===== src/rtl/pwra_pkg.sv =====
// pwra_pkg: shared types, register indexes, reset values and zone codes
// for the pulse width range averager. Used by every module in rtl/.
`default_nettype none

package pwra_pkg;

   // field and register widths
   localparam int TIMEOUT_W = 20;
   localparam int WIDTH_W   = 16;
   localparam int CSR_IDX_W = 3;
   localparam int CSR_DAT_W = 20;
   localparam int SUM_W     = 16;
   localparam int ZONE_W    = 2;

   // defaults for the top-level parameters
   localparam int DEF_READINGS_PER_BATCH = 10;
   localparam int DEF_TICKS_PER_CM       = 10;

   // reading queue between front and back
   localparam int QUEUE_DEPTH = 4;

   // register indexes on the csr port
   localparam logic [CSR_IDX_W-1:0] REG_TIMEOUT   = 3'd0;
   localparam logic [CSR_IDX_W-1:0] REG_MAX_WIDTH = 3'd1;
   localparam logic [CSR_IDX_W-1:0] REG_GAP       = 3'd2;
   localparam logic [CSR_IDX_W-1:0] REG_FAR       = 3'd3;
   localparam logic [CSR_IDX_W-1:0] REG_MID       = 3'd4;
   localparam logic [CSR_IDX_W-1:0] REG_NEAR      = 3'd5;

   // reset values
   localparam logic [TIMEOUT_W-1:0] RST_TIMEOUT   = 20'd1000000;
   localparam logic [WIDTH_W-1:0]   RST_MAX_WIDTH = 16'd4000;
   localparam logic [WIDTH_W-1:0]   RST_GAP       = 16'd2000;
   localparam logic [SUM_W-1:0]     RST_FAR       = 16'd1000;
   localparam logic [SUM_W-1:0]     RST_MID       = 16'd500;
   localparam logic [SUM_W-1:0]     RST_NEAR      = 16'd250;

   // zone codes
   localparam logic [ZONE_W-1:0] ZONE_CLEAR  = 2'd0;
   localparam logic [ZONE_W-1:0] ZONE_LONG   = 2'd1;
   localparam logic [ZONE_W-1:0] ZONE_MEDIUM = 2'd2;
   localparam logic [ZONE_W-1:0] ZONE_SHORT  = 2'd3;

   typedef struct packed {
      logic [TIMEOUT_W-1:0] timeout_us;
      logic [WIDTH_W-1:0]   max_width_us;
      logic [WIDTH_W-1:0]   gap_us;
      logic [SUM_W-1:0]     far_limit;
      logic [SUM_W-1:0]     mid_limit;
      logic [SUM_W-1:0]     near_limit;
   } cfg_type;

   // one finished reading: zero flag set for timeout or over-long pulse
   typedef struct packed {
      logic               zero;
      logic [WIDTH_W-1:0] width;
   } reading_type;

endpackage

`default_nettype wire


===== src/rtl/pwra_front.sv =====
// pwra_front: per-tick pulse sequencer (wait, high, gap) that classifies
// each finished reading and pushes it to the queue. Depends on pwra_pkg.
`default_nettype none

module pwra_front
   import pwra_pkg::*;
(
   input  wire logic        clock,
   input  wire logic        reset,
   input  wire cfg_type     cfg,
   input  wire logic        tick_fire,
   input  wire logic        pin_level,
   output logic             push_valid,
   output reading_type      push_data
);

   localparam logic [1:0] PH_WAIT = 2'd0;
   localparam logic [1:0] PH_HIGH = 2'd1;
   localparam logic [1:0] PH_GAP  = 2'd2;

   logic [1:0]           phase_ff, phase_in;
   logic [TIMEOUT_W-1:0] elapsed_ff, elapsed_in;
   logic [TIMEOUT_W-1:0] high_ff, high_in;

   logic [TIMEOUT_W:0]   elapsed_inc;
   logic [TIMEOUT_W-1:0] high_base;
   logic                 finish;
   logic                 over_width;
   logic [1:0]           phase_done;

   assign elapsed_inc = {1'b0, elapsed_ff} + {{TIMEOUT_W{1'b0}}, 1'b1};
   assign over_width  = high_ff >= {{(TIMEOUT_W-WIDTH_W){1'b0}}, cfg.max_width_us};
   assign phase_done  = (cfg.gap_us == '0) ? PH_WAIT : PH_GAP;

   always_comb begin
      phase_in   = phase_ff;
      elapsed_in = elapsed_ff;
      high_in    = high_ff;
      finish     = 1'b0;
      push_data.zero  = 1'b1;
      push_data.width = high_ff[WIDTH_W-1:0];
      high_base  = (phase_ff == PH_HIGH) ? high_ff : '0;
      unique case (phase_ff)
         PH_GAP: begin
            if (elapsed_inc >= {{(TIMEOUT_W-WIDTH_W+1){1'b0}}, cfg.gap_us}) begin
               phase_in   = PH_WAIT;
               elapsed_in = '0;
            end else begin
               elapsed_in = elapsed_inc[TIMEOUT_W-1:0];
            end
         end
         default: begin
            if (phase_ff == PH_HIGH && !pin_level) begin
               // falling edge ends the reading, no timeout check
               finish         = 1'b1;
               push_data.zero = over_width;
            end else if (elapsed_inc > {1'b0, cfg.timeout_us}) begin
               finish = 1'b1;
            end else begin
               elapsed_in = elapsed_inc[TIMEOUT_W-1:0];
               if (pin_level) begin
                  high_in  = high_base + {{(TIMEOUT_W-1){1'b0}}, 1'b1};
                  phase_in = PH_HIGH;
               end else begin
                  high_in  = high_base;
                  phase_in = (phase_ff == PH_HIGH) ? PH_HIGH : PH_WAIT;
               end
            end
            if (finish) begin
               high_in    = '0;
               elapsed_in = '0;
               phase_in   = phase_done;
            end
         end
      endcase
   end

   assign push_valid = tick_fire && finish;

   always_ff @(posedge clock) begin
      if (reset) begin
         phase_ff   <= PH_WAIT;
         elapsed_ff <= '0;
         high_ff    <= '0;
      end else if (tick_fire) begin
         phase_ff   <= phase_in;
         elapsed_ff <= elapsed_in;
         high_ff    <= high_in;
      end
   end

endmodule

`default_nettype wire


===== src/rtl/pwra_queue.sv =====
// pwra_queue: short first-in first-out queue of finished readings between
// the front sequencer and the back accumulator. Depends on pwra_pkg.
`default_nettype none

module pwra_queue
   import pwra_pkg::*;
(
   input  wire logic         clock,
   input  wire logic         reset,
   input  wire logic         push,
   input  wire reading_type  push_data,
   input  wire logic         pop,
   output reading_type       pop_data,
   output logic              empty,
   output logic              full
);

   localparam int PTR_W = $clog2(QUEUE_DEPTH);
   localparam int CNT_W = $clog2(QUEUE_DEPTH + 1);

   reading_type       mem_ff [QUEUE_DEPTH];
   logic [PTR_W-1:0]  wr_ptr_ff, wr_ptr_in;
   logic [PTR_W-1:0]  rd_ptr_ff, rd_ptr_in;
   logic [CNT_W-1:0]  count_ff, count_in;

   assign empty    = (count_ff == '0);
   assign full     = (count_ff == CNT_W'(QUEUE_DEPTH));
   assign pop_data = mem_ff[rd_ptr_ff];

   always_comb begin
      wr_ptr_in = push ? wr_ptr_ff + {{(PTR_W-1){1'b0}}, 1'b1} : wr_ptr_ff;
      rd_ptr_in = pop  ? rd_ptr_ff + {{(PTR_W-1){1'b0}}, 1'b1} : rd_ptr_ff;
      count_in  = count_ff;
      if (push && !pop) begin
         count_in = count_ff + {{(CNT_W-1){1'b0}}, 1'b1};
      end else if (pop && !push) begin
         count_in = count_ff - {{(CNT_W-1){1'b0}}, 1'b1};
      end
   end

   always_ff @(posedge clock) begin
      if (push) begin
         mem_ff[wr_ptr_ff] <= push_data;
      end
   end

   always_ff @(posedge clock) begin
      if (reset) begin
         wr_ptr_ff <= '0;
         rd_ptr_ff <= '0;
         count_ff  <= '0;
      end else begin
         wr_ptr_ff <= wr_ptr_in;
         rd_ptr_ff <= rd_ptr_in;
         count_ff  <= count_in;
      end
   end

endmodule

`default_nettype wire


===== src/rtl/pwra_back.sv =====
// pwra_back: converts readings to centimetres (reciprocal multiply), sums
// a batch with saturation and holds the result beat. Depends on pwra_pkg.
`default_nettype none

module pwra_back
   import pwra_pkg::*;
#(
   parameter int READINGS_PER_BATCH = DEF_READINGS_PER_BATCH,
   parameter int TICKS_PER_CM       = DEF_TICKS_PER_CM
)(
   input  wire logic         clock,
   input  wire logic         reset,
   input  wire cfg_type      cfg,
   input  wire logic         queue_empty,
   input  wire reading_type  queue_data,
   output logic              queue_pop,
   output logic              rsp_valid,
   input  wire logic         rsp_stall,
   output logic [SUM_W-1:0]  rsp_average_tenths_cm,
   output logic [ZONE_W-1:0] rsp_zone,
   output logic              rsp_buzz_request
);

   // floor(x / d) == (x * ceil(2^k / d)) >> k for 16-bit x when k = 16 + clog2(d)
   localparam int DIV_SHIFT = WIDTH_W + $clog2(TICKS_PER_CM);
   localparam int MUL_W     = DIV_SHIFT + 1;
   localparam int PROD_W    = WIDTH_W + MUL_W;
   localparam logic [MUL_W-1:0] DIV_MUL =
      MUL_W'(((64'd1 << DIV_SHIFT) + 64'(TICKS_PER_CM) - 64'd1) / 64'(TICKS_PER_CM));
   localparam int IDX_W = (READINGS_PER_BATCH > 1) ? $clog2(READINGS_PER_BATCH) : 1;
   localparam logic [IDX_W-1:0] LAST_IDX = IDX_W'(READINGS_PER_BATCH - 1);

   logic              mul_valid_ff, mul_valid_in;
   logic              mul_zero_ff;
   logic [PROD_W-1:0] mul_prod_ff;
   logic [IDX_W-1:0]  idx_ff, idx_in;
   logic [SUM_W-1:0]  sum_ff, sum_in;
   logic              out_valid_ff, out_valid_in;
   logic [SUM_W-1:0]  out_sum_ff;

   logic              is_last;
   logic              acc_fire;
   logic              mul_ready;
   logic [SUM_W-1:0]  reading_cm;
   logic [SUM_W:0]    sum_wide;
   logic [SUM_W-1:0]  sum_sat;

   assign is_last   = (idx_ff == LAST_IDX);
   assign acc_fire  = mul_valid_ff && !(is_last && out_valid_ff && rsp_stall);
   assign mul_ready = !mul_valid_ff || acc_fire;
   assign queue_pop = mul_ready && !queue_empty;

   assign reading_cm = mul_zero_ff ? '0 : mul_prod_ff[DIV_SHIFT +: SUM_W];
   assign sum_wide   = {1'b0, sum_ff} + {1'b0, reading_cm};
   assign sum_sat    = sum_wide[SUM_W] ? {SUM_W{1'b1}} : sum_wide[SUM_W-1:0];

   always_comb begin
      mul_valid_in = queue_pop ? 1'b1 : (acc_fire ? 1'b0 : mul_valid_ff);
      idx_in       = idx_ff;
      sum_in       = sum_ff;
      out_valid_in = out_valid_ff && rsp_stall;
      if (acc_fire) begin
         if (is_last) begin
            idx_in       = '0;
            sum_in       = '0;
            out_valid_in = 1'b1;
         end else begin
            idx_in = idx_ff + {{(IDX_W-1){1'b0}}, 1'b1};
            sum_in = sum_sat;
         end
      end
   end

   always_ff @(posedge clock) begin
      if (queue_pop) begin
         mul_zero_ff <= queue_data.zero;
         mul_prod_ff <= {{MUL_W{1'b0}}, queue_data.width} * {{WIDTH_W{1'b0}}, DIV_MUL};
      end
      if (acc_fire && is_last) begin
         out_sum_ff <= sum_sat;
      end
   end

   always_ff @(posedge clock) begin
      if (reset) begin
         mul_valid_ff <= 1'b0;
         idx_ff       <= '0;
         sum_ff       <= '0;
         out_valid_ff <= 1'b0;
      end else begin
         mul_valid_ff <= mul_valid_in;
         idx_ff       <= idx_in;
         sum_ff       <= sum_in;
         out_valid_ff <= out_valid_in;
      end
   end

   // zone follows the held sum; limits must only change while idle, which the block does not enforce
   always_comb begin
      if (out_sum_ff > cfg.far_limit) begin
         rsp_zone = ZONE_CLEAR;
      end else if (out_sum_ff > cfg.mid_limit) begin
         rsp_zone = ZONE_LONG;
      end else if (out_sum_ff > cfg.near_limit) begin
         rsp_zone = ZONE_MEDIUM;
      end else begin
         rsp_zone = ZONE_SHORT;
      end
   end

   assign rsp_valid             = out_valid_ff;
   assign rsp_average_tenths_cm = out_sum_ff;
   assign rsp_buzz_request      = (rsp_zone == ZONE_MEDIUM) || (rsp_zone == ZONE_SHORT);

endmodule

`default_nettype wire


===== src/rtl/pulse_width_range_averager.sv =====
// pulse_width_range_averager: top level with csr registers, front sequencer,
// reading queue and back accumulator. Depends on pwra_pkg and pwra_* modules.
//
//   channel | dir | handshake          | payload
//   req     | in  | req_valid/stall    | req_pin_level
//   rsp     | out | rsp_valid/stall    | rsp_average_tenths_cm, rsp_zone, rsp_buzz_request
//   csr     | in  | csr_write_en       | csr_index, csr_write_data
//
// one req beat (one microsecond tick) per cycle while req_stall is low; the front
// sequencer updates its phase counters in the cycle the beat is taken.
// a result passes the queue stage, the reciprocal multiply and the accumulate into the
// output register after the tick that ends the last reading of a batch.
// req_stall rises only when the reading queue is full, which happens while the
// rsp side stalls a finished batch and readings keep ending.
// synchronous reset clears the sequencer, queue, batch sum and output valid and
// loads the register defaults.
`default_nettype none

module pulse_width_range_averager
   import pwra_pkg::*;
#(
   parameter int READINGS_PER_BATCH = DEF_READINGS_PER_BATCH,
   parameter int TICKS_PER_CM       = DEF_TICKS_PER_CM
)(
   input  wire logic                 clock,
   input  wire logic                 reset,
   input  wire logic                 req_valid,
   output logic                      req_stall,
   input  wire logic                 req_pin_level,
   output logic                      rsp_valid,
   input  wire logic                 rsp_stall,
   output logic [SUM_W-1:0]          rsp_average_tenths_cm,
   output logic [ZONE_W-1:0]         rsp_zone,
   output logic                      rsp_buzz_request,
   input  wire logic                 csr_write_en,
   input  wire logic [CSR_IDX_W-1:0] csr_index,
   input  wire logic [CSR_DAT_W-1:0] csr_write_data
);

   cfg_type     cfg_ff, cfg_in;
   logic        tick_fire;
   logic        push_valid;
   reading_type push_data;
   logic        queue_pop;
   reading_type queue_data;
   logic        queue_empty;
   logic        queue_full;

   always_comb begin
      cfg_in = cfg_ff;
      if (csr_write_en) begin
         unique case (csr_index)
            REG_TIMEOUT:   cfg_in.timeout_us   = csr_write_data[TIMEOUT_W-1:0];
            REG_MAX_WIDTH: cfg_in.max_width_us = csr_write_data[WIDTH_W-1:0];
            REG_GAP:       cfg_in.gap_us       = csr_write_data[WIDTH_W-1:0];
            REG_FAR:       cfg_in.far_limit    = csr_write_data[SUM_W-1:0];
            REG_MID:       cfg_in.mid_limit    = csr_write_data[SUM_W-1:0];
            REG_NEAR:      cfg_in.near_limit   = csr_write_data[SUM_W-1:0];
            default:       cfg_in = cfg_ff;
         endcase
      end
   end

   always_ff @(posedge clock) begin
      if (reset) begin
         cfg_ff.timeout_us   <= RST_TIMEOUT;
         cfg_ff.max_width_us <= RST_MAX_WIDTH;
         cfg_ff.gap_us       <= RST_GAP;
         cfg_ff.far_limit    <= RST_FAR;
         cfg_ff.mid_limit    <= RST_MID;
         cfg_ff.near_limit   <= RST_NEAR;
      end else begin
         cfg_ff <= cfg_in;
      end
   end

   assign req_stall = queue_full;
   assign tick_fire = req_valid && !req_stall;

   pwra_front u_front (
      .clock      (clock),
      .reset      (reset),
      .cfg        (cfg_ff),
      .tick_fire  (tick_fire),
      .pin_level  (req_pin_level),
      .push_valid (push_valid),
      .push_data  (push_data)
   );

   pwra_queue u_queue (
      .clock     (clock),
      .reset     (reset),
      .push      (push_valid),
      .push_data (push_data),
      .pop       (queue_pop),
      .pop_data  (queue_data),
      .empty     (queue_empty),
      .full      (queue_full)
   );

   pwra_back #(
      .READINGS_PER_BATCH (READINGS_PER_BATCH),
      .TICKS_PER_CM       (TICKS_PER_CM)
   ) u_back (
      .clock                 (clock),
      .reset                 (reset),
      .cfg                   (cfg_ff),
      .queue_empty           (queue_empty),
      .queue_data            (queue_data),
      .queue_pop             (queue_pop),
      .rsp_valid             (rsp_valid),
      .rsp_stall             (rsp_stall),
      .rsp_average_tenths_cm (rsp_average_tenths_cm),
      .rsp_zone              (rsp_zone),
      .rsp_buzz_request      (rsp_buzz_request)
   );

endmodule

`default_nettype wire

===== config.mk =====
export PLATFORM = sky130hd
export DESIGN_NAME = pulse_width_range_averager
export DESIGN_NICKNAME = d
export VERILOG_FILES = /design/src/rtl/pwra_pkg.sv /design/src/rtl/pwra_front.sv /design/src/rtl/pwra_queue.sv /design/src/rtl/pwra_back.sv /design/src/rtl/pulse_width_range_averager.sv
export SDC_FILE = /design/constraint.sdc
export NUM_CORES = 1
export LEC_CHECK = 0
export BUFFER_PORTS_ARGS = -buffer_cell sky130_fd_sc_hd__buf_2
export CORE_MARGIN = 4
export CORE_UTILIZATION = 45
export CTS_CLUSTER_SIZE = 8
export DETAILED_ROUTE_END_ITERATION = 10
export PLACE_DENSITY = 0.63
export SYNTH_ARGS = -nofsm -noshare
export SYNTH_HDL_FRONTEND = slang
export SYNTH_SLANG_ARGS = --single-unit

===== constraint.sdc =====
create_clock -name clock -period 16.9 [get_ports clock]
set_clock_uncertainty 0.15 [all_clocks]
set_input_delay 3.38 -clock clock [delete_from_list [all_inputs] [get_ports clock]]
set_output_delay 3.38 -clock clock [all_outputs]
set_load 0.01 [all_outputs]

==> results.py, run 1 <==
metrics = {
    "global_routing": {
        "grt_pass1_wl_um": 69400,
        "grt_max_degree": 85,
        "met1_usage": 0.260,
        "antenna_found_initial": 0,
        "top_usage_layer": "met2",
        "track_usage": 0.196,
        "grt_overflow_total": 0,
        "use_met2": 0.332,
        "met3_usage": 0.0341,
        "grt_pass1_vias": 13400,
    },
    "logic_synthesis": {
        "synth_top_area_cell": "dfxtp_1",
        "synthesis.area_mm2": 0.0183,
        "synthesis.nets": 2263,
        "synth_top_area_share": 0.189,
        "synth.area.top_cells": "dfxtp_1, ha_1, edfxtp_1",
        "async_flop_share": 0,
        "yosys_warnings": 0,
        "syn_inst": 1903,
        "syn_area_per_cell_um2": 9.61,
        "synth_seq_cells": 271,
        "synthDistinctLibCells": 81,
        "synth_edf_count": 98,
        "synth_seq_area_share": 0.350,
        "ys.flop_type": "dfxtp_1",
    },
    "timing": {
        "timing.fmax_mhz": 141,
        "tightest_slew_ns": 1.18,
        "tns_ns": 0,
        "slew_violations": 0,
        "finalHoldViolCount": 0,
        "setup_viol": 0,
        "maxSlewHeadroom": 0.209,
        "rsz0062_at_grt": "no",
        "fin_crit_ns": 7.07,
        "fin_crit_sh": 0.418,
    },
    "final_layout": {
        "final_cell_count_no_fill": 2493,
        "syn2layout_area_growth_pct": 10.2,
        "mostFrequentLayoutCells": "inv_1, ha_1, nand2_1, dfxtp_1, a21oi_1",
        "drive_gt1_frac": 0.0772,
        "fill_cells": 3667,
        "post-route-util": 0.505,
        "diodes": 0,
        "final_common_cell": "inv_1",
        "fin_area_mm2": 0.0201,
        "fin_nets": 2307,
    },
    "place": {
        "hpwl_um": 32800,
        "gp_congestion": 0.932,
        "io_buffers": 49,
        "placed_cells": 2430,
        "placed_cell_area_mm2": 0.0190,
    },
    "cts": {
        "clock_sinks": 271,
        "cts_made_buffers": 40,
        "cts_buffer_depth": 3,
        "cts-htree-levels": 2,
        "clk_pin_slew_worst_paths_ns": 0.05,
        "cts_setup_buffers": 0,
        "clock-root-buffer": "clkbuf_16",
        "cts_resized": 0,
        "clkLatencyLatePin_ns": 0.53,
        "cts_tree": "built",
        "ctsHoldBuffers": 0,
    },
    "hold_path": {
        "min_path_type": "reg -> reg",
    },
    "floorplanning": {
        "die_area_mm2": 0.0439,
        "core_mm2": 0.0399,
        "ios": 50,
        "die_h_um": 210,
        "rows": 73,
        "initial_core_util": 0.458,
        "dieWidth_um": 210,
    },
    "critical_path": {
        "crit_arrival_ns": 7.20,
        "worst-setup-path-type": "reg -> reg",
        "cp-end-kind": "flip-flop",
        "r2r_setup_slack_ns": 9.83,
        "cp.required_ns": 17.03,
        "crit_fanout": 18,
        "cp-start-kind": "flip-flop",
    },
    "routing": {
        "via_per_inst": 5.34,
        "detail-route-antenna-nets": 0,
        "wl_um": 43100,
        "drt_drc_violations_left": 0,
        "wl_per_cell_um": 17.3,
        "drtIter0Drc": 658,
        "vias": 13300,
        "firstDrtPassIters": 7,
    },
    "flow_run": {
        "drv_cap": 0,
    },
    "status": {
        "status": "complete, no violations",
    },
}
layer usage:
| metal | routed length [um] | up-vias | part of all wire |
|---|---|---|---|
| met5 | 0 | - | 0 |
| met4 | 900 | 0 | 0.021 |
| met3 | 1910 | 63 | 0.044 |
| met2 | 20600 | 242 | 0.48 |
| met1 | 19700 | 6396 | 0.46 |
| li1 | - | 6617 | - |
worst paths after layout:
| kind | from | end | cells past startpoint |
|---|---|---|---|
| max | flip-flop | u_back.mul_prod_ff[32]$_DFFE_PP_ | 20 |
| min | cfg_ff[14]$_SDFFE_PP0P_ | cfg_ff[14]$_SDFFE_PP0P_ | 2 |
| max reg2reg | flip-flop | u_back.mul_prod_ff[32]$_DFFE_PP_ | 20 |
| min reg2reg | cfg_ff[14]$_SDFFE_PP0P_ | cfg_ff[14]$_SDFFE_PP0P_ | 2 |
per-stage QoR:
stage,setup WS [ns],hold slack [ns]
after floorplan,9.92,0.286
final,9.83,0.303
after global routing,9.43,0.317
after CTS,9.82,0.304
after global placement,9.93,0.291
after detailed placement,9.80,0.298
cell usage after synthesis (3+ instances only):
cell type  instances
xor2_1            31
nand2b_1          12
o21ai_0           38
a211o_1           20
and3_1             9
clkbuf_1          41
or2_2              4
edfxtp_1          98
nor3b_1            3
nor3_1            21
nand4_1           24
xnor2_1           27
nor2b_1           34
and2_1            11
buf_6              3
o21a_1            10
mux2i_1            6
o31ai_1            5
fa_1              80
o21bai_1           3
nor4_1            11
a32oi_1            3
nand3b_1          19
o211ai_1           3
ha_1             251
nand2_1          232
o21ai_1           10
nor2_1           103
mux4_2            18
or3_1              5
inv_1            266
a211oi_1          15
and4_1             8
a22o_1            21
a31oi_1            7
buf_1              4
a21oi_1          141
nand3_1           35
dfxtp_1          173
a22oi_1           13
a21o_1            37
registers in the layout, indices dropped and copies added, names as in the netlist, named ones only:
name / flops
u_back.mul_valid_ff: 1
u_back.idx_ff: 4
u_front.high_ff: 20
u_queue.count_ff: 3
cfg_ff: 100
u_front.elapsed_ff: 20
u_back.rsp_average_tenths_cm: 16
u_back.sum_ff: 16
u_queue.wr_ptr_ff: 2
u_back.mul_prod_ff: 13
u_back.rsp_valid: 1
u_front.phase_ff: 2
u_back.mul_zero_ff: 1
u_queue.rd_ptr_ff: 2
u_queue.mem_ff: 68
cell type report:
type                            count  area, um2  area share
Clock buffer                       60       1130      0.0559
Clock inverter                      3       22.5     0.00112
Inverter                          266        998      0.0496
Multi-Input combinational cell   1311      10600       0.528
Sequential cell                   271       6410       0.318
Tap cell                          525        657      0.0326
Timing Repair Buffer               57        308      0.0153
worst max-delay path, cell delays in order, from the launching register on:
cell     delay, ns
dfxtp_1       0.83
mux4_2        0.50
ha_1          0.38
xor2_1        0.17
ha_1          0.32
fa_1          0.52
fa_1          0.52
fa_1          0.54
inv_1         0.05
fa_1          0.53
inv_1         0.05
ha_1          0.32
nand3_1       0.11
nor4_1        0.31
a22oi_1       0.16
a221o_2       0.44
o22ai_2       0.25
o41a_1        0.21
and2_4        0.18
a41oi_2       0.12
xnor2_1       0.14
cell families (layout without fill, tap and decap cells):
group | count (synthesis) | in the layout | share of synthesized area
AO/OA/AOI/OAI | 344 | 344 | 0.122
flip-flops | 271 | 271 | 0.350
XOR/XNOR | 58 | 58 | 0.0278
multiplexers | 25 | 25 | 0.0261
buffers and inverters | 321 | 386 | 0.0687
AND/OR/NAND/NOR | 553 | 553 | 0.146
adder cells (fa/ha/maj) | 331 | 331 | 0.259
Power of run 1 is not shown: default switching activity piles up to over one toggle a cycle in this logic, so the estimate is an artifact.
==> run 2, diff against run 1 <==
- PLACE_DENSITY: 0.63 -> 0.65
- clock period: 16.9 -> 6.25 ns (I/O delays scaled with it)
==> results.py, run 2 (synthesis gave the netlist of run 1 again) <==
metrics = {
    "routing": {
        "via_per_inst": 5.32,
        "wl_um": 44200,
        "drt_drc_violations_left": 0,
        "drtIter0Drc": 702,
        "detail-route-antenna-nets": 0,
        "wl_per_cell_um": 17.2,
        "vias": 13700,
        "firstDrtPassIters": 5,
    },
    "final_layout": {
        "fin_area_mm2": 0.0212,
        "drive_gt1_frac": 0.138,
        "fin_nets": 2392,
        "diodes": 0,
        "largest_reg_flops": 100,
        "reg_top3": "cfg_ff x100, u_queue.mem_ff x68",
        "mostFrequentLayoutCells": "inv_1, nand2_1, ha_1, dfxtp_1, a21oi_1",
        "top_register": "cfg_ff",
        "post-route-util": 0.531,
        "syn2layout_area_growth_pct": 15.8,
        "final_common_cell": "inv_1",
    },
    "cts": {
        "cts_buffer_depth": 3,
        "clkLatencyLatePin_ns": 0.55,
        "clk_pin_slew_worst_paths_ns": 0.05,
        "clock-root-buffer": "clkbuf_16",
        "cts_tree": "built",
        "ctsHoldBuffers": 0,
        "cts_made_buffers": 40,
        "cts-htree-levels": 2,
        "clock_sinks": 271,
    },
    "global_routing": {
        "grt_pass1_wl_um": 72400,
        "grt_pass1_vias": 13900,
        "track_usage": 0.203,
        "antenna_found_initial": 0,
        "grt_overflow_total": 0,
        "grt_max_degree": 83,
    },
    "critical_path": {
        "cp.required_ns": 6.39,
        "cp-start-kind": "flip-flop",
        "cp-end-kind": "flip-flop",
        "crit_arrival_ns": 6.51,
        "crit_fanout": 5,
        "worst-setup-path-type": "reg -> reg",
    },
    "place": {
        "hpwl_um": 32900,
        "io_buffers": 49,
        "placed_cell_area_mm2": 0.0196,
        "gp_congestion": 0.934,
    },
    "floorplanning": {
        "dieWidth_um": 210,
        "die_h_um": 210,
        "ios": 50,
        "core_mm2": 0.0399,
        "die_area_mm2": 0.0439,
        "initial_core_util": 0.458,
        "rows": 73,
    },
    "flow_run": {
        "drv_cap": 0,
    },
    "timing": {
        "slew_violations": 0,
        "fin_ws_ns": -0.123,
        "tightest_slew_ns": 1.04,
        "timing.fmax_mhz": 157,
        "rsz0062_at_grt": "yes",
        "finalHoldViolCount": 0,
        "setup_viol": 4,
        "fin_crit_sh": 1.02,
        "maxSlewHeadroom": 0.305,
        "fin_crit_ns": 6.37,
    },
    "status": {
        "violations": "setup timing",
        "status": "finished with violations",
    },
    "hold_path": {
        "min_path_type": "reg -> reg",
    },
}
[run 2: worst paths after layout]
| kind | startpoint | end | slack [ns] | depth (start not counted) |
|---|---|---|---|---|
| max | flip-flop | u_back.mul_prod_ff[32]$_DFFE_PP_ | -0.12 | 23 |
| min | cfg_ff[9]$_SDFFE_PP0P_ | cfg_ff[9]$_SDFFE_PP0P_ | 0.30 | 2 |
| max reg2reg | flip-flop | u_back.mul_prod_ff[32]$_DFFE_PP_ | -0.12 | 23 |
| min reg2reg | cfg_ff[9]$_SDFFE_PP0P_ | cfg_ff[9]$_SDFFE_PP0P_ | 0.30 | 2 |
[run 2: per-stage QoR]
stage / setup TNS [ns] / cells / setup slack (ns) / hold WS (ns)
floorplan: -0.00858 / 1903 / -0.00858 / 0.286
global placement: -0.591 / 2490 / -0.167 / 0.292
detailed placement: -0.846 / 2490 / -0.236 / 0.296
CTS: -0.598 / 2568 / -0.170 / 0.303
global route: -1.83 / 2575 / -0.370 / 0.316
finish: -0.379 / 2575 / -0.123 / 0.301
[run 2: cell type report]
class	instances	area, um2
multi-input cells	1311	11000
fillers	3527	18700
clock inverters	4	35.0
inverters	266	998
repair buffers	142	1050
well taps	525	657
clock buffers	56	1070
flip-flops and latches	271	6410
[run 2: metal layers]
metal	track usage	share of wire	up-vias
li1	-	-	6789
met1	0.277	0.45	6547
met3	0.0300	0.044	91
met2	0.335	0.47	282
met5	0	0	-
met4	0.0655	0.031	0
[run 2: critical path: stages, from the launching register on]
cell and delay [ns]:
dfxtp_4 0.41, buf_16 0.13, buf_12 0.10, mux4_2 0.60, buf_6 0.17, ha_1 0.26
inv_1 0.05, fa_1 0.50, inv_1 0.05, fa_1 0.50, fa_1 0.57, inv_2 0.04
fa_1 0.51, inv_2 0.05, ha_4 0.27, nand4_1 0.15, nor4_2 0.27, a22oi_1 0.14
a221o_2 0.41, o22ai_2 0.18, o41a_1 0.20, and2_4 0.18, a41oi_2 0.09, xnor2_1 0.14
[run 2: timing repair]
action | 4_1_cts | 5_1_grt
hold endpoints to repair | 0 | 0
gates cloned | 2 | 0
buffers inserted | 17 | 7
pin swaps | 28 | 37
resized for setup | 18 | 24
setup endpoints to repair | 5 | 9
Power of run 2 is left out for the same reason.
==> run 3, diff against run 2 <==
- BUFFER_PORTS_ARGS: -buffer_cell sky130_fd_sc_hd__buf_2 -> not set
- DONT_BUFFER_PORTS: not set -> 1
- PLACE_DENSITY: 0.65 -> 0.64
==> results.py, run 3 (synthesis gave the netlist of run 1 again) <==
metrics = {
    "floorplanning": {
        "initial_core_util": 0.458,
        "rows": 73,
        "dieWidth_um": 210,
        "die_h_um": 210,
        "ios": 50,
        "core_mm2": 0.0399,
        "die_area_mm2": 0.0439,
    },
    "routing": {
        "wl_um": 45300,
        "detail-route-antenna-nets": 0,
        "wl_per_cell_um": 17.9,
        "drt_drc_violations_left": 0,
        "via_per_inst": 5.39,
        "firstDrtPassIters": 5,
        "vias": 13600,
        "drtIter0Drc": 891,
    },
    "global_routing": {
        "track_usage": 0.206,
        "grt_overflow_total": 0,
        "grt_pass1_vias": 13700,
        "antenna_found_initial": 0,
        "grt_pass1_wl_um": 73000,
        "grt_max_degree": 140,
    },
    "critical_path": {
        "cp.required_ns": 6.38,
        "cp-start-kind": "flip-flop",
        "cp-end-kind": "flip-flop",
        "crit_arrival_ns": 6.52,
        "crit_fanout": 4,
        "r2r_setup_slack_ns": -0.14,
        "worst-setup-path-type": "reg -> reg",
    },
    "final_layout": {
        "largest_reg_flops": 100,
        "fin_nets": 2346,
        "fill_cells": 3514,
        "final_common_cell": "inv_1",
        "top_register": "cfg_ff",
        "diodes": 0,
        "multi_input_area_mm2": 0.0110,
        "fin_area_mm2": 0.0211,
        "syn2layout_area_growth_pct": 15.4,
        "reg_top3": "cfg_ff x100, u_queue.mem_ff x68",
        "seq_area_mm2": 0.00641,
        "drive_gt1_frac": 0.122,
        "mostFrequentLayoutCells": "inv_1, nand2_1, ha_1, dfxtp_1, a21oi_1",
    },
    "cts": {
        "cts-htree-levels": 2,
        "clkLatencyLatePin_ns": 0.55,
        "clk_pin_slew_worst_paths_ns": 0.05,
        "cts_tree": "built",
        "cts_buffer_depth": 3,
        "clock_sinks": 271,
        "cts_made_buffers": 41,
        "clock-root-buffer": "clkbuf_16",
    },
    "timing": {
        "hold_slack_ns": 0.304,
        "slew_violations": 0,
        "maxSlewHeadroom": 0.154,
        "timing.fmax_mhz": 156,
        "rsz0062_at_grt": "yes",
        "fin_crit_ns": 6.39,
        "fin_crit_sh": 1.02,
        "fin_ws_ns": -0.140,
        "tightest_slew_ns": 1.26,
        "setup_viol": 6,
        "finalHoldViolCount": 0,
    },
    "place": {
        "gp_congestion": 0.907,
        "io_buffers": 0,
        "hpwl_um": 32900,
        "placed_cell_area_mm2": 0.0194,
        "place_ws_ns": -0.311,
    },
    "status": {
        "status": "finished with violations",
        "violations": "setup timing",
    },
    "hold_path": {
        "min_path_type": "reg -> reg",
    },
    "flow_run": {
        "drv_cap": 0,
    },
}
==> run 3: layout make-up <==
cell class,instances,share of cell area
tap,525,0.0311
sequential,271,0.304
clock buffer,60,0.0535
inverter,266,0.0474
timing repair buffer,95,0.0388
multi-input combinational,1311,0.523
clock inverter,5,0.00285
==> run 3: metrics by stage <==
step	util	setup TNS, ns	cells
finish	0.529	-0.488	2533
CTS	0.523	-0.440	2519
floorplan	-	-0.00858	1903
global route	0.529	-1.94	2533
detailed placement	0.485	-1.10	2434
global placement	0.485	-0.693	2434
==> run 3: routing by layer <==
layer / vias to the layer above / track usage / routed length [um]
met2: 293 / 0.340 / 21900
met3: 77 / 0.0327 / 2040
met4: 0 / 0.0538 / 1050
met1: 6588 / 0.284 / 20300
li1: 6691 / - / -
met5: - / 0 / 0
==> run 3: final timing paths <==
path | startpoint | endpoint | cells after the start
max | flip-flop | u_back.mul_prod_ff[31]$_DFFE_PP_ | 23
min | cfg_ff[8]$_SDFFE_PP0P_ | cfg_ff[8]$_SDFFE_PP0P_ | 2
max reg2reg | flip-flop | u_back.mul_prod_ff[31]$_DFFE_PP_ | 23
min reg2reg | cfg_ff[8]$_SDFFE_PP0P_ | cfg_ff[8]$_SDFFE_PP0P_ | 2
==> run 3: repair_timing <==
item,in CTS,in global routing
buffers inserted,18,15
hold buffers,0,0
pin swaps,44,43
gates resized for setup,28,22
cloned,2,0
endpoints found under the setup margin,6,10
==> run 3: critical path, stage by stage (launching register included) <==
cell and delay [ns]:
dfxtp_4 0.42, buf_12 0.12, buf_16 0.10, mux4_2 0.60, ha_4 0.33, inv_4 0.03, fa_1 0.55, inv_2 0.04
fa_2 0.53, fa_1 0.42, fa_1 0.49, inv_1 0.05, fa_1 0.49, inv_2 0.05, ha_4 0.26, o21ai_2 0.05
a21oi_2 0.16, nor2b_2 0.06, a221o_2 0.42, o22ai_4 0.17, o41a_1 0.21, and2_4 0.17, a31oi_1 0.09, xnor2_1 0.14
Power of run 3 is left out for the same reason.
